### config.mk
export PLATFORM = sky130hd
export DESIGN_NAME = xbs_cell
export DESIGN_NICKNAME = d
export VERILOG_FILES = /design/src/xbs_pkg.sv /design/src/xbs_cell.sv
export VERILOG_INCLUDE_DIRS = /design/src /design/src/src
export SDC_FILE = /design/constraint.sdc
export NUM_CORES = 1
export LEC_CHECK = 0
export BUFFER_PORTS_ARGS = -buffer_cell sky130_fd_sc_hd__buf_2
export CORE_ASPECT_RATIO = 0.6
export CORE_UTILIZATION = 30
export CTS_CLUSTER_DIAMETER = 40
export DETAILED_ROUTE_END_ITERATION = 10
export GPL_TIMING_DRIVEN = 1
export HOLD_SLACK_MARGIN = 0.06
export PLACE_DENSITY = 0.53
export SLEW_MARGIN = 30
export SYNTH_ARGS = -nofsm -noshare
export SYNTH_HDL_FRONTEND = slang
export SYNTH_SLANG_ARGS = --single-unit
### constraint.sdc
create_clock -name clock -period 4 [get_ports clock]
set_input_delay 0.4 -clock clock [delete_from_list [all_inputs] [get_ports clock]]
set_output_delay 0.4 -clock clock [all_outputs]
set_load 0.03 [all_outputs]
### src/xor_basis_max_split_sum_top_defines.svh
// assertion macros for the xor basis block
// used by xbs_cell and xor_basis_max_split_sum_top; depends on nothing
`ifndef XOR_BASIS_MAX_SPLIT_SUM_TOP_DEFINES_SVH
`define XOR_BASIS_MAX_SPLIT_SUM_TOP_DEFINES_SVH

`ifndef SYNTHESIS

// same-cycle implication
`define XBS_ASSERT_IMPL(lbl, clk, rst, ante, cons) \
   lbl: assert property (@(posedge clk) disable iff (rst) (ante) |-> (cons)) \
      else $error("xbs assertion failed");

// next-cycle implication
`define XBS_ASSERT_NEXT(lbl, clk, rst, ante, cons) \
   lbl: assert property (@(posedge clk) disable iff (rst) (ante) |=> (cons)) \
      else $error("xbs assertion failed");

`else

`define XBS_ASSERT_IMPL(lbl, clk, rst, ante, cons)
`define XBS_ASSERT_NEXT(lbl, clk, rst, ante, cons)

`endif

`endif

### src/xbs_pkg.sv
// shared constants and types for the xor basis block
// no dependencies
package xbs_pkg;

   // word width and derived widths
   localparam int WORD_BITS = 61;
   localparam int SUM_BITS  = WORD_BITS + 1;
   localparam int CNT_BITS  = $clog2(WORD_BITS + 1);

   // what a transaction in the cell chain does at each cell
   typedef enum logic [0:0] {
      MODE_INSERT,
      MODE_MAX
   } mode_type;

   // one item travelling down the chain
   typedef struct packed {
      logic                 valid;
      mode_type             mode;
      logic [WORD_BITS-1:0] data;
   } link_type;

   // saved basis vector shifted up the chain during re-reduction
   typedef struct packed {
      logic                 has;
      logic [WORD_BITS-1:0] vec;
   } old_type;

   // controls broadcast from the sequencer to every cell
   typedef struct packed {
      logic clear;
      logic load_old;
      logic shift_old;
   } ctl_type;

endpackage

### src/xbs_cell.sv
// one pivot cell of the gf(2) basis chain: owns one bit position
// depends on xbs_pkg and xor_basis_max_split_sum_top_defines.svh
`include "xor_basis_max_split_sum_top_defines.svh"

module xbs_cell import xbs_pkg::*; (
   input  logic                 clock,
   input  logic                 reset,
   input  logic [WORD_BITS-1:0] bit_sel,
   input  ctl_type              ctl,
   input  link_type             link_in,
   output link_type             link_out,
   input  old_type              old_in,
   output old_type              old_out
);

   logic                 has_ff, has_in;
   logic [WORD_BITS-1:0] pivot_ff, pivot_in;
   link_type             link_ff, link_in_nxt;
   old_type              old_ff, old_in_nxt;

   // reduce or install the passing transaction
   always_comb begin
      logic hit;
      hit         = |(link_in.data & bit_sel);
      link_in_nxt = link_in;
      has_in      = has_ff;
      pivot_in    = pivot_ff;
      if (link_in.valid) begin
         case (link_in.mode)
            MODE_INSERT: begin
               if (hit) begin
                  if (has_ff) begin
                     link_in_nxt.data = link_in.data ^ pivot_ff;
                  end else begin
                     pivot_in          = link_in.data;
                     has_in            = 1'b1;
                     link_in_nxt.valid = 1'b0;
                  end
               end
            end
            MODE_MAX: begin
               // greedy max: take the pivot when its leading bit is still zero
               if (has_ff && !hit) begin
                  link_in_nxt.data = link_in.data ^ pivot_ff;
               end
            end
            default: begin
               link_in_nxt.valid = 1'b0;
            end
         endcase
      end
      if (ctl.clear || ctl.load_old) begin
         has_in = 1'b0;
      end
   end

   // saved basis bank: parallel load, then shift toward the top
   always_comb begin
      old_in_nxt = old_ff;
      if (ctl.load_old) begin
         old_in_nxt.has = has_ff;
         old_in_nxt.vec = pivot_ff;
      end else if (ctl.shift_old) begin
         old_in_nxt = old_in;
      end
   end

   // control state
   always_ff @(posedge clock) begin
      if (reset) begin
         has_ff  <= 1'b0;
         link_ff <= '0;
         old_ff  <= '0;
      end else begin
         has_ff  <= has_in;
         link_ff <= link_in_nxt;
         old_ff  <= old_in_nxt;
      end
   end

   // pivot payload
   always_ff @(posedge clock) begin
      pivot_ff <= pivot_in;
   end

   assign link_out = link_ff;
   assign old_out  = old_ff;

   `XBS_ASSERT_IMPL(a_pivot_bit, clock, reset, has_ff, (pivot_ff & bit_sel) != '0)
   `XBS_ASSERT_IMPL(a_insert_cleared, clock, reset, link_ff.valid && link_ff.mode == MODE_INSERT, (link_ff.data & bit_sel) == '0)
   `XBS_ASSERT_IMPL(a_install_src, clock, reset, $rose(has_ff), $past(link_in.valid) && $past(link_in.mode) == MODE_INSERT)

endmodule
Word-level counts from Yosys, hierarchy flattened
Index checks and enable logic that the tools add are counted. Widths: inputs -> output; s select.

Bits in registers: 187. Bits of input ports: 191. Output and inout bits: 125. Logic and storage cells: 31.

Mux-type cells: 10. Bitwise operators: 5. Reduce and logical (&&, ||, !) cells: 9.

Operators by type and width (count): $mux 61 (4); $mux 62 (2); $pmux 61 s2 (1); $and 61x61->61 (1); $reduce_or 61->1 (1); $xor 61x61->61 (1); $reduce_and 4->1 (1); $reduce_or 2->1 (2); $mux 1 (3); $not 1->1 (3); $reduce_and 3->1 (1); $reduce_bool 2->1 (1); $logic_and 1x1->1 (1); $logic_not 1->1 (1); $logic_or 1x1->1 (1).

Logic depth before layout (Yosys ltp)
Gate-level depths: netlist (run 1).

Depth in word-level cells: 7. Depth in mapped cells: 8. Gate-level depth less buffers: 6.

Worst setup path before layout (run 1)
Ideal clock, no wire load.

Path kind: input port to flip-flop. From: input link_in[29] (netlist bit). To: register pivot_ff[0] (enable). Library setup time: 0.425 ns. Data arrival time: 2.672 ns. Required time: 3.575 ns. Slack: 0.902 ns. Stages on the path: 8. Path buffers: 2. Path through: a22o_1 -> a221oi_2 -> nand4_1 -> nor4_2 -> buf_6 -> buf_12 -> nor3_1 -> and2_1.

Cells in the longest elaborated chain, start to end: 3.

Ends and longest elaborated chain: start, declared (RTL line xbs_cell.sv:10) `input link_type link_in,`; $and 61x61->61 (RTL line xbs_cell.sv:24) `hit = |(link_in.data & bit_sel);`; $reduce_or 61->1 (RTL line xbs_cell.sv:24); $reduce_and 4->1 (no line); end signal, assigned (RTL line xbs_cell.sv:83) `pivot_ff <= pivot_in;`; end, declared (RTL line xbs_cell.sv:17) `logic [WORD_BITS-1:0] pivot_ff, pivot_in;`.

No other way between the ends. A chain may end at the register's enable or synchronous reset.

Worst setup path after layout (run 1)
From: input link_in[19] (netlist bit). To: register link_ff (netlist bit link_out[5]).

Cells in the longest elaborated chain, start to end: 7. Elaborated cells on any way between the ends: 8. Those cells by class: mux: 4; bitwise: 1; reduce/logical: 3.

Ends and longest elaborated chain: $and 61x61->61 * (RTL line xbs_cell.sv:24); $reduce_or 61->1 * (RTL line xbs_cell.sv:24); $logic_not 1->1 (RTL line xbs_cell.sv:43) `if (has_ff && !hit) begin`; $logic_and 1x1->1 (RTL line xbs_cell.sv:43); $mux 61 (RTL line xbs_cell.sv:43); $pmux 61 s2 * (RTL line xbs_cell.sv:29) `case (link_in.mode)`; $mux 61 * (RTL line xbs_cell.sv:28) `if (link_in.valid) begin`; end signal, assigned (RTL line xbs_cell.sv:76) `link_ff <= link_in_nxt;`; end, declared (RTL line xbs_cell.sv:18) `link_type link_ff, link_in_nxt;`.

Every way passes the cells marked *; elsewhere a longest branch is shown, timed or not.

==> results of run 1 <==
-- stage by stage --
step	hold WS, ns	worst slack, ns	util, %	power, mW
floorplan	0.492	0.902	-	2.54
global placement	0.519	0.811	37.2	2.83
detailed placement	0.524	0.738	37.2	2.83
CTS	0.138	1.20	39.1	4.45
global route	0.147	1.05	39.1	4.59
finish	0.168	1.19	39.1	4.40
-- Yosys cell counts, drive strengths merged --
master  instances  area share [%]
a21oi          62             3.5
a221oi         14             1.9
a222oi          1            0.11
a22o           14             1.4
a22oi           1           0.085
and2            1           0.071
and3            1           0.071
and3b           1           0.099
buf            17             1.9
clkbuf         45             1.9
dfxtp         126              28
edfxtp         61              21
mux2           61             7.7
mux2i         123              14
nand2         122             5.2
nand4           4            0.28
nor2          185             7.8
nor2b          62             4.4
nor3            2            0.11
nor3b           2            0.17
nor4            1            0.14
o21a            1           0.085
-- worst max-delay path by stage --
stage / startpoint / end / slack (ns) / cells past startpoint
after detailed placement: link_in[19] / link_out[5] / 0.74 / 8
after CTS: link_in[19] / link_out[5] / 1.20 / 8
after floorplan: link_in[29] / pivot_ff[0] / 0.90 / 8
after global placement: link_in[19] / link_out[59] / 0.81 / 8
after global routing: link_in[19] / link_out[48] / 1.05 / 8
final: link_in[19] / link_out[5] / 1.19 / 8
-- cell type report --
cell class              count  share of cell area (%)
well taps                 400                    4.43
clock inverters             8                   0.388
multi-input cells         658                    37.1
repair buffers            324                    15.2
flip-flops and latches    187                    38.6
clock buffers              24                    4.37
-- kinds of logic after synthesis --
group	after synthesis	share of synthesized area (%)
flip-flops	187	49.1
buffers and inverters	62	3.81
multiplexers	184	21.6
AO/OA/AOI/OAI	93	7.11
AND/OR/NAND/NOR	381	18.3
-- routing by layer --
metal | vias up | wire length [microns] | track usage [%]
met2 | 209 | 12300 | 28.0
met5 | - | 0 | 0
met4 | 0 | 350 | 5.10
met3 | 24 | 1680 | 5.38
li1 | 3651 | - | -
met1 | 3526 | 14700 | 27.7
-- worst max-delay path, delay by kind of cell --
kind                   cells  cell delay, ns
buffers and inverters      2            0.43
AO/OA/AOI/OAI              2            0.85
AND/OR/NAND/NOR            2            0.82
multiplexers               2            0.60
-- registers in the layout, indices dropped and copies added, names as in the netlist --
name      flops
link_out     63
pivot_ff     61
has_ff        1
old_out      62
-- power groups by stage --
| stage | Clock [mW] | Sequential, mW | Combinational [mW] |
|---|---|---|---|
| 6_report | 1.61 | 2.12 | 0.667 |
| 5_1_grt | 1.73 | 2.13 | 0.724 |
| 4_1_cts | 1.66 | 2.12 | 0.676 |
| 3_5_place_dp | 0 | 2.16 | 0.672 |
| 3_3_place_gp | 0 | 2.16 | 0.670 |
| 2_1_floorplan | 0 | 2.30 | 0.239 |
==> summary.txt, run 1 <==
Outcome
  – Status: finished, final reports clean

Global route
  – Gr ovfl total: 0
  – Largest net degree at the start of global routing: 99
  – Gr usage total: 19.2%
  – Vias in the first global route: 6,949
  – First-pass GRT wire length: 42.8 mm
  – Antenna violations before repair: 0

Route
  – DRT Pass-1 Iters: 6
  – Final WL: 29.0 mm
  – Drt wl/cell: 18.1 microns
  – Post-route antenna net violation count: 0
  – First DRT Iteration DRCs: 450
  – Via count: 7,410
  – Remaining DRCs: 0
  – Via density: 4.63

Power and ir drop
  – Worst ir drop on vdd: 245 uV
  – Clock share of power: 36.6%
  – Comb pwr share: 15.2%
  – LEAKAGE: 4.87 nW
  – P per Cell Area: 389 mW/mm^2
  – P_int: 3.16 mW
  – Switching Fraction: 28.0%
  – Seq pwr share: 48.2%
  – Sw Pwr: 1.23 mW

Synthesis
  – Syn avg cell area: 9.77 sq um
  – Post-Synthesis Cells: 907
  – Post-synth cell types: 26
  – Flops & latches, synth: 187
  – Yosys Warn Count: 0
  – Register area share after synthesis: 49.1%
  – Syn Nets: 1,098
  – Mapped cell area: 0.00886 sq mm

Timing
  – Setup Viol. Count Final: 0
  – Setup TNS: 0 ns
  – Max Freq: 356 MHz
  – Max_slew headroom: 38.0%
  – Final hold violations: 0
  – Final Max Tran Viols: 0
  – Worst Tran Pin Value: 0.931 ns
  – Layout Skew: 0.0141 ns
  – Min Tclk post-route: 2.81 ns
  – Final period util: 70.2%
  – RSZ-0062 raised after global routing: false

Finish
  – NumNets Final: 1,379
  – # diodes: 0
  – Layout cells sized above 1: 30.4%
  – Most frequent cells in the layout: 312 x buf_2, 185 x nor2_1, 126 x dfxtp_1
  – Syn-to-layout area delta: 27.4%
  – Non-filler cells in the finished layout: 1,601
  – Filler Cell Count: 2,877
  – Final Cell Area: 0.0113 sq mm
  – Area of the multi-input gates: 0.00419 sq mm
  – Sequential Area: 0.00435 sq mm
  – Most common cell after layout, fill and taps aside: buf_2

Clock tree
  – CTS resizes: 0
  – TritonCTS Buffers: 17
  – H-tree depth: 4
  – Clock sinks: 187
  – Clk root buf: clkbuf_16
  – CTS tree: yes
  – Later-pin clock latency in the skew report: 0.46 ns
  – Hold Buf Count CTS: 0
  – Clock transition at path regs: 0.07 ns
  – CTS max path bufs: 2
  – # Post-CTS Setup Buffers: 0

Floorplan
  – Die Y: 135 microns
  – Initial Utilization: 30.7%
  – Die X: 224 microns
  – Num rows: 48
  – IO Pins: 316
  – Die Footprint: 0.0303 sq mm
  – Core box area: 0.0289 sq mm

Placement
  – DP Wirelength: 20.5 mm
  – GPL Wtd Cong: 0.789
  – # port buffers: 315
  – Dpl cells: 1,569
  – Placed cell area: 0.0108 sq mm

Setup path
  – Worst r2r dst: link_out[0]
  – Reg-to-reg startpoint: has_ff
  – CP Capture Type: register
  – CP Max Fanout: 29
  – Data required, critical path: 4.34 ns
  – CP cell instances: buf_2 -> a22o_1 -> a221oi_1 -> nand4_1 -> nor4_4 -> buf_12 -> mux2i_1 -> mux2_1
  – Worst r2r path cells: 5
  – Arrival @ worst endpoint: 3.15 ns
  – CP max-delay cell: a221oi_1
  – CP Launch Type: input pin
  – CP Class: in -> reg
  – R2r setup slk: 1.97 ns
  – Critical path's largest stage delay: 0.60 ns

Worst hold path
  – Cell count of the worst hold path: 1
  – Hold/Removal Path Class: in -> reg
  – Worst hold start: link_in[59]
  – Worst Hold Endpoint: pivot_ff[59]

Flow run
  – Max Cap Viol: 0
(Power assumes the default switching activity.)
==> inputs of run 2 (changes only) <==
Settings changed: ABC_AREA from default to 1.
Clock period 4 ns to 2.3 ns, I/O delays scaled along.
==> summary.txt, run 2 <==
Outcome
  – Status: finished, final reports clean

Setup path
  – CP Launch Type: input pin
  – Worst r2r path cells: 9 (+4)
  – Reg-to-reg startpoint: has_ff
  – Worst r2r dst: link_out[31]
  – CP Capture Type: register
  – CP Max Fanout: 12 (-59%)
  – Arrival @ worst endpoint: 2.43 ns (-0.72 ns)
  – Data required, critical path: 2.51 ns (-1.83 ns)
  – R2r setup slk: 0.56 ns (-1.41 ns)
  – CP Class: in -> reg

Floorplan
  – Num rows: 53 (+10%)
  – Die Y: 148 microns (+9.6%)
  – Die X: 246 microns (+9.7%)
  – IO Pins: 316 (unchanged)
  – Die Footprint: 0.0364 sq mm (+20%)
  – Core box area: 0.0350 sq mm (+21%)
  – Initial Utilization: 30.5% (-0.17 points)

Route
  – Via density: 5.06 (+9.3%)
  – Final WL: 43.4 mm (+50%)
  – First DRT Iteration DRCs: 1,064 (+140%)
  – Post-route antenna net violation count: 0 (unchanged)
  – Remaining DRCs: 0 (unchanged)
  – Via count: 12,204 (+65%)
  – DRT Pass-1 Iters: 6 (unchanged)
  – Drt wl/cell: 18.0 microns (-0.77%)

Synthesis
  – Yosys Warn Count: 0 (unchanged)
  – Share of the synthesized area in the top cell type: 23.6% (-4.8 points)
  – Syn avg cell area: 6.92 sq um (-29%)
  – Asr flop ratio synth: 0% (unchanged)
  – Flops & latches, synth: 187 (unchanged)
  – Synth top area cells: dfxtp_1 24%, edfxtp_1 17%, nand2_1 16%
  – Register area share after synthesis: 40.8% (-8.4 points)
  – Synth area leader: dfxtp_1
  – Post-synth top flop: dfxtp_1
  – Number of flops mapped to enable cells by yosys: 61 (unchanged)
  – Post-Synthesis Cells: 1,544 (+70%)
  – Mapped cell area: 0.0107 sq mm (+21%)
  – Synth top cells by count: 468 x nand2_1, 183 x nand3_1, 126 x dfxtp_1
  – Most frequent cell after synthesis: nand2_1
  – Syn Nets: 1,735 (+58%)
  – Post-synth cell types: 21 (-19%)

Finish
  – Core Util, Final: 42.5% (+3.4 points)
  – Max FFs per register: 63 (unchanged)
  – Non-filler cells in the finished layout: 2,412 (+51%)
  – Most common cell after layout, fill and taps aside: nand2_1
  – Area of the multi-input gates: 0.00543 sq mm (+30%)
  – Sequential Area: 0.00436 sq mm (about the same)
  – Most frequent cells in the layout: 454 x nand2_1, 309 x buf_2, 183 x nand3_1
  – # diodes: 0 (unchanged)
  – Layout cells sized above 1: 23.8% (-6.6 points)
  – Syn-to-layout area delta: 39.2%
  – Filler Cell Count: 3,605 (+25%)
  – NumNets Final: 2,123 (+54%)
  – Final Cell Area: 0.0149 sq mm (+32%)

Global route
  – Gr ovfl total: 0 (unchanged)
  – Vias in the first global route: 11,295 (+63%)
  – Gr usage total: 22.8% (+3.6 points)
  – Antenna violations before repair: 0 (unchanged)
  – First-pass GRT wire length: 64.2 mm (+50%)
  – Largest net degree at the start of global routing: 66 (-33%)

Clock tree
  – CTS max path bufs: 2 (unchanged)
  – Clock sinks: 187 (unchanged)
  – H-tree depth: 4 (unchanged)
  – Clock transition at path regs: 0.08 ns (about the same)
  – TritonCTS Buffers: 17 (unchanged)
  – Clk root buf: clkbuf_16
  – CTS tree: yes
  – Later-pin clock latency in the skew report: 0.45 ns (about the same)

Worst hold path
  – Cell count of the worst hold path: 1 (unchanged)
  – Worst Hold Endpoint: pivot_ff[6]
  – Hold/Removal Path Class: in -> reg
  – Worst hold start: link_in[6]

Timing
  – Max Freq: 452 MHz
  – Min Tclk post-route: 2.21 ns
  – Setup Viol. Count Final: 0 (unchanged)
  – Worst Tran Pin Value: 0.877 ns (-0.0536 ns)
  – Final period util: 96.3%
  – Max_slew headroom: 41.5% (+3.6 points)
  – Layout Skew: 0.00843 ns (-0.00570 ns)
  – Final Max Tran Viols: 0 (unchanged)
  – Final hold violations: 0 (unchanged)

Placement
  – Dpl cells: 2,282 (+45%)
  – DP Wirelength: 26.8 mm (+31%)
  – Placed cell area: 0.0131 sq mm (+22%)
  – # port buffers: 315 (unchanged)
  – GPL Wtd Cong: 0.795 (+0.75%)

Power and ir drop
  – P per Cell Area: 587 mW/mm^2 (+51%)
  – LEAKAGE: 7.32 nW (+50%)
  – Worst ir drop on vdd: 526 uV (+120%)
  – Tot Pwr: 8.72 mW (+98%)

Flow run
  – Max Cap Viol: 0 (unchanged)
run 2: cell count changes after synthesis, sizes merged, moves of 46 or more:
| cell | previous run | this run |
|---|---|---|
| nand2 | 122 | 470 |
| a21oi | 62 | 123 |
| nand3 | 0 | 183 |
| xnor2 | 0 | 61 |
| o21ai | 0 | 122 |
| nor2 | 185 | 85 |
| nor2b | 62 | 0 |
| inv | 0 | 130 |
| mux2 | 61 | 0 |
| clkbuf | 45 | 91 |
| mux2i | 123 | 0 |
| o221ai | 0 | 62 |
run 2: kinds of logic (layout without fill, tap and decap cells):
group | count (synthesis) | in the layout | synth area share (%)
xor+xnor | 61 | 61 | 5.00
flops | 187 | 187 | 40.8
simple gates | 741 | 741 | 28.3
buf+inv | 247 | 648 | 9.29
compound gates | 308 | 308 | 16.6
run 2: worst max path at each step:
| stage | start | end | slack [ns] |
|---|---|---|---|
| floorplan | link_in[58] | pivot_ff[0] | -0.13 |
| global placement | link_in[12] | pivot_ff[1] | -0.008 |
| CTS | link_in[57] | link_out[30] | 0.01 |
| global route | link_in[26] | link_out[53] | -0.01 |
| finish | link_in[57] | pivot_ff[54] | 0.09 |
| detailed placement | link_in[12] | link_out[30] | -0.05 |
run 2: routing by layer:
| layer | GRT usage [%] | vias up | part of all wire (%) |
|---|---|---|---|
| li1 | - | 5884 | - |
| met1 | 33.0 | 5750 | 48 |
| met3 | 3.68 | 43 | 7.2 |
| met2 | 34.8 | 527 | 43 |
| met5 | 0 | - | 0 |
| met4 | 6.52 | 0 | 1.6 |
run 2: timing repair:
item                                    CTS  global route
hold buffers                             88             0
buffers inserted                          0             9
resized for setup                         0            22
hold endpoints to repair                 88             0
endpoints found under the setup margin    0           122
run 2: final cells by class:
cell class,instances,share of cell area (%)
Clock buffer,18,2.95
Clock inverter,14,0.892
Inverter,130,3.30
Sequential cell,187,29.3
Multi-Input combinational cell,1110,36.5
Timing Repair Buffer,486,23.1
Tap cell,467,3.93
run 2: stage by stage:
step                      setup TNS [ns]  setup WS (ns)  hold slack, ns
after floorplan                    -8.09         -0.133           0.329
after global placement            -0.116       -0.00772           0.489
after detailed placement          -0.945        -0.0517           0.493
after CTS                              0         0.0129          0.0626
after global routing             -0.0144        -0.0144          0.0779
final                                  0         0.0856          0.0836
run 2: power by group:
group	switching, mW	leakage [nW]	internal, mW
registers	0.118	1.62	3.63
logic	1.23	5.41	0.730
clock network	1.47	0.285	1.55
total	2.82	7.32	5.91
run 2: critical path: stages:
cell           delay, ns
dlygate4sd3_1       0.53
buf_2               0.17
nand2_2             0.08
nand2_2             0.08
nor2_2              0.14
nand2_2             0.09
nor2_2              0.12
nand2_2             0.09
nor2_4              0.18
buf_12              0.16
nor2_1              0.04
nand2_1             0.11
nor2_4              0.05
buf_12              0.16
clkbuf_16           0.18
